$ cat config.mk
export PLATFORM = sky130hd
export DESIGN_NAME = bgc_ffz
export DESIGN_NICKNAME = d
export VERILOG_FILES = /design/src/rtl/bgc_ffz.sv
export SDC_FILE = /design/constraint.sdc
export NUM_CORES = 1
export LEC_CHECK = 0
export ABC_AREA = 1
export BUFFER_PORTS_ARGS = -buffer_cell sky130_fd_sc_hd__buf_2
export CAP_MARGIN = 15
export CORE_AREA = 2 2 39 41
export DETAILED_ROUTE_END_ITERATION = 10
export DIE_AREA = 0 0 41 43
export GPL_TIMING_DRIVEN = 0
export PLACE_DENSITY_LB_ADDON = 0.05
export SYNTH_ARGS = -nofsm -noshare
export SYNTH_HDL_FRONTEND = slang
export SYNTH_SLANG_ARGS = --single-unit
export TNS_END_PERCENT = 20
$ cat constraint.sdc
create_clock -name vclk -period 3.6
set_clock_uncertainty 0.05 [all_clocks]
set_input_delay 1.08 -clock vclk [all_inputs]
set_output_delay 1.08 -clock vclk [all_outputs]
set_load 0.02 [all_outputs]
$ cat src/rtl/bgc_ffz.sv
module bgc_ffz #(
    parameter int NG = 32,
    parameter int GW = 5
) (
    input  logic [NG-1:0] used,
    output logic [GW-1:0] group
);

    // Lowest free group; saturates at the last group, which is never searched.
    always_comb
    begin
        group = GW'(NG - 1);
        for (int i = NG - 2; i >= 0; i--)
        begin
            if (!used[i])
            begin
                group = GW'(i);
            end
        end
    end

endmodule

Yosys cells after proc, flatten, opt, wreduce, memory -nomap -nowiden
Index checks and enable logic that the tools add are counted.
{"block": "word_totals", "elab_cells": 31, "inputBits": 32, "ff_bits": 0}
{"block": "classes", "mux": 31}
{"operator": "2-to-1 mux 5 bit", "count": 30}
{"operator": "2-to-1 mux 1 bit", "count": 1}

Depth between registers and ports, before layout
{"block": "logic_depth", "ltp_word": 31, "depth_mapped": 30, "mapped_depth_nobuf": 30}

Worst setup path before layout
No wires, ideal clock.
{"block": "synth_timing", "kind": "input -> output", "from": "in used[30]", "to": "out group[0]", "t_arrival_ps": 2518, "slack_ps": -48, "stages": 30, "t_required_ps": 2470, "path_buffers": 0, "cell_sequence": "inv_1 > nand2_1 > nand2_1 > nand2_1 > nand2_1 > nand2_1 > nand2_1 > nand2_1 > nand2_1 > nand2_1 > nand2_1 > nand2_1 > nand2_1 > nand2_1 > nand2_1 > nand2_1 > nand2_1 > nand2_1 > nand2_1 > nand2_1 > nand2_1 > nand2_1 > nand2_1 > nand2_1 > nand2_1 > nand2_1 > nand2_1 > nand2_1 > nand2_1 > a21oi_2"}
{"block": "synth_between", "elab_chain_len": 31}
{"element": "from (decl)", "line_no": "5", "rtl": "input logic [NG-1:0] used,"}
{"element": "2-to-1 mux 1 bit", "line_no": "15", "rtl": "if (!used[i])"}
{"element": "2-to-1 mux 5 bit (30 in a row)", "line_no": "15"}
{"element": "to (decl)", "line_no": "6", "rtl": "output logic [GW-1:0] group"}
Every way passes these cells.

Worst setup path after layout
{"block": "layout_timing", "from": "in used[29]", "to": "out group[0]"}
{"block": "layout_between", "elab_chain_len": 30}
{"element": "2-to-1 mux 5 bit (30 in a row)", "line_no": "15"}
Every way passes these cells.

==> impl_metrics.yaml <==
timing:
  slew_headroom_pct: 90.6
  fin_setup_tns_ps: -261
  fmax_mhz: 259
  period_minus_slack_ps: 3860
  worstMarginPinSlew_ps: 139
  rsz0062_at_grt: "true"
  holdWs_ps: 2420
  finalSetupViolations: 1
  maxSlewViolCount: 0
  finalHoldViolations: 0
  worst_slack_ps: -261
  fin_crit_sh_pct: 107
route:
  routed_via_density: 4.16
  drtIter0Drc: 2
  first_pass_iters: 2
  drc: 0
  vias: 520
  ant_nets: 0
  wl_um: 834
  drt-wirelength-per-cell_um: 6.67
synthesis:
  avgSynthCellArea_um2: 4.01
  synth_most_common_cell: "nand2_1"
  syn_area_um2: 293
  synth_warnings: 0
  synth.top_cell.area_share_pct: 59.0
  synth_top_area_cell: "nand2_1"
  syn_nets: 105
  syn_inst: 73
  yosysUniqueCellTypes: 9
  synthTopCellsByArea: "nand2_1 (59%), nor2_1 (21%), a21oi_1 (5.1%)"
  ys_seq_area_share_pct: 0
  ys_top_cells_by_count: "nand2_1 (46), nor2_1 (16), a21oi_1 (3), inv_1 (3)"
setup_path:
  worst_path_most_repeated_cell: "nand2_1"
  cp-end-kind: "primary output"
  critPathSlowestCell: "buf_6"
  critPathArrivalTime_ps: 2730
  crit_fanout: 2
  path_delay_family: "simple AND/OR/NAND/NOR gates"
  path_buf_inv: 2
  max_stage_delay_ps: 120
  start_kind: "input pin"
  crit_type: "in2out"
  crit_required_ps: 2470
place:
  portBuffers: 36
  dpl.hpwl_um: 767
  place_area_um2: 500
  place.gp.congestion: 0.636
finish:
  clock_buffers: 0
  drive_gt1_share_pct: 36.7
  antenna_cells: 0
  finalNetCount: 143
  area_delta_synth_final_pct: 79.1
  seq_cells: 0
  stdcell_area_um2: 524
  seqCellArea_um2: 0
status:
  status: "complete, but fails checks"
  violations: "negative setup slack"
global_routing:
  grt_use_total_pct: 10.8
  grt_pass1_wl_mm: 1.45
  grt_max_degree: 4
  grt-ovfl-total: 0
  grt_pass1_vias: 434
  antenna_found_initial: 0
power_and_ir_drop:
  peakVddDrop_uv: 41.7
  cellLeakagePower_nw: 0.326
  power.density_nw_per_um2: 95.6
min_path:
  min_path_type: "in2out"
die:
  start_util_pct: 21.2
  io_pins: 37
  dieWidth_um: 41
  die_area_um2: 1760
  coreArea_um2: 1380
  row_count: 14
  die_h_um: 43
run:
  cap_violations: 0
cts:
  post_cts_resized: 6
  cts_setup_buffers: 0
  cts_hold_buf: 0
routing by layer:
metal  GRT usage [%]  vias up  share of wire, %  wire, um
met5               0        -                 0         0
met4               0        0                 0         0
met3               0        0               9.1        76
met2            20.6       19                49       405
met1            13.3      202                42       353
li1                -      299                 -         -
cell usage in the layout (no fill, tap or decap), drive strengths merged:
cell type | synthesis | layout
a31oi | 1 | 1
o21bai | 1 | 1
buf | 0 | 36
o21ai | 1 | 1
a21oi | 4 | 4
nor2 | 16 | 16
inv | 3 | 3
nand2 | 46 | 46
nand4 | 1 | 1
power breakdown:
| group | internal (W) | switching [W] |
|---|---|---|
| Sequential | 0 | 0 |
| Combinational | 0.0000253 | 0.0000248 |
| Clock | 0 | 0 |
| Total | 0.0000253 | 0.0000248 |
final timing paths:
| check | start | to | slack [ps] | cells after the start |
|---|---|---|---|---|
| max | used[29] | group[0] | -260 | 31 |
| min | used[1] | group[0] | 2420 | 3 |
cell type report:
| type | count | area (um^2) |
|---|---|---|
| Fill cell | 169 | 860 |
| Multi-Input combinational cell | 70 | 294 |
| Timing Repair Buffer | 36 | 199 |
| Tap cell | 16 | 20.0 |
| Inverter | 3 | 11.3 |
metrics by stage:
stage | util, % | std cells | total power [W] | setup WS (ps)
5_1_grt | 37.9 | 125 | 0.0000587 | -687
3_5_place_dp | 36.2 | 125 | 0.0000473 | -350
2_1_floorplan | - | 73 | 0.0000227 | -13.3
6_report | 37.9 | 125 | 0.0000501 | -261
4_1_cts | 37.9 | 125 | 0.0000507 | -296
3_3_place_gp | 36.2 | 125 | 0.0000468 | -329
kinds of logic (layout without fill, tap and decap cells):
kind of cell | count (synthesis) | in the layout | synth area share, %
AO/OA/AOI/OAI | 7 | 7 | 14.5
buffers and inverters | 3 | 39 | 3.85
AND/OR/NAND/NOR | 63 | 63 | 81.6
Power figures use the tool's default switching activity.
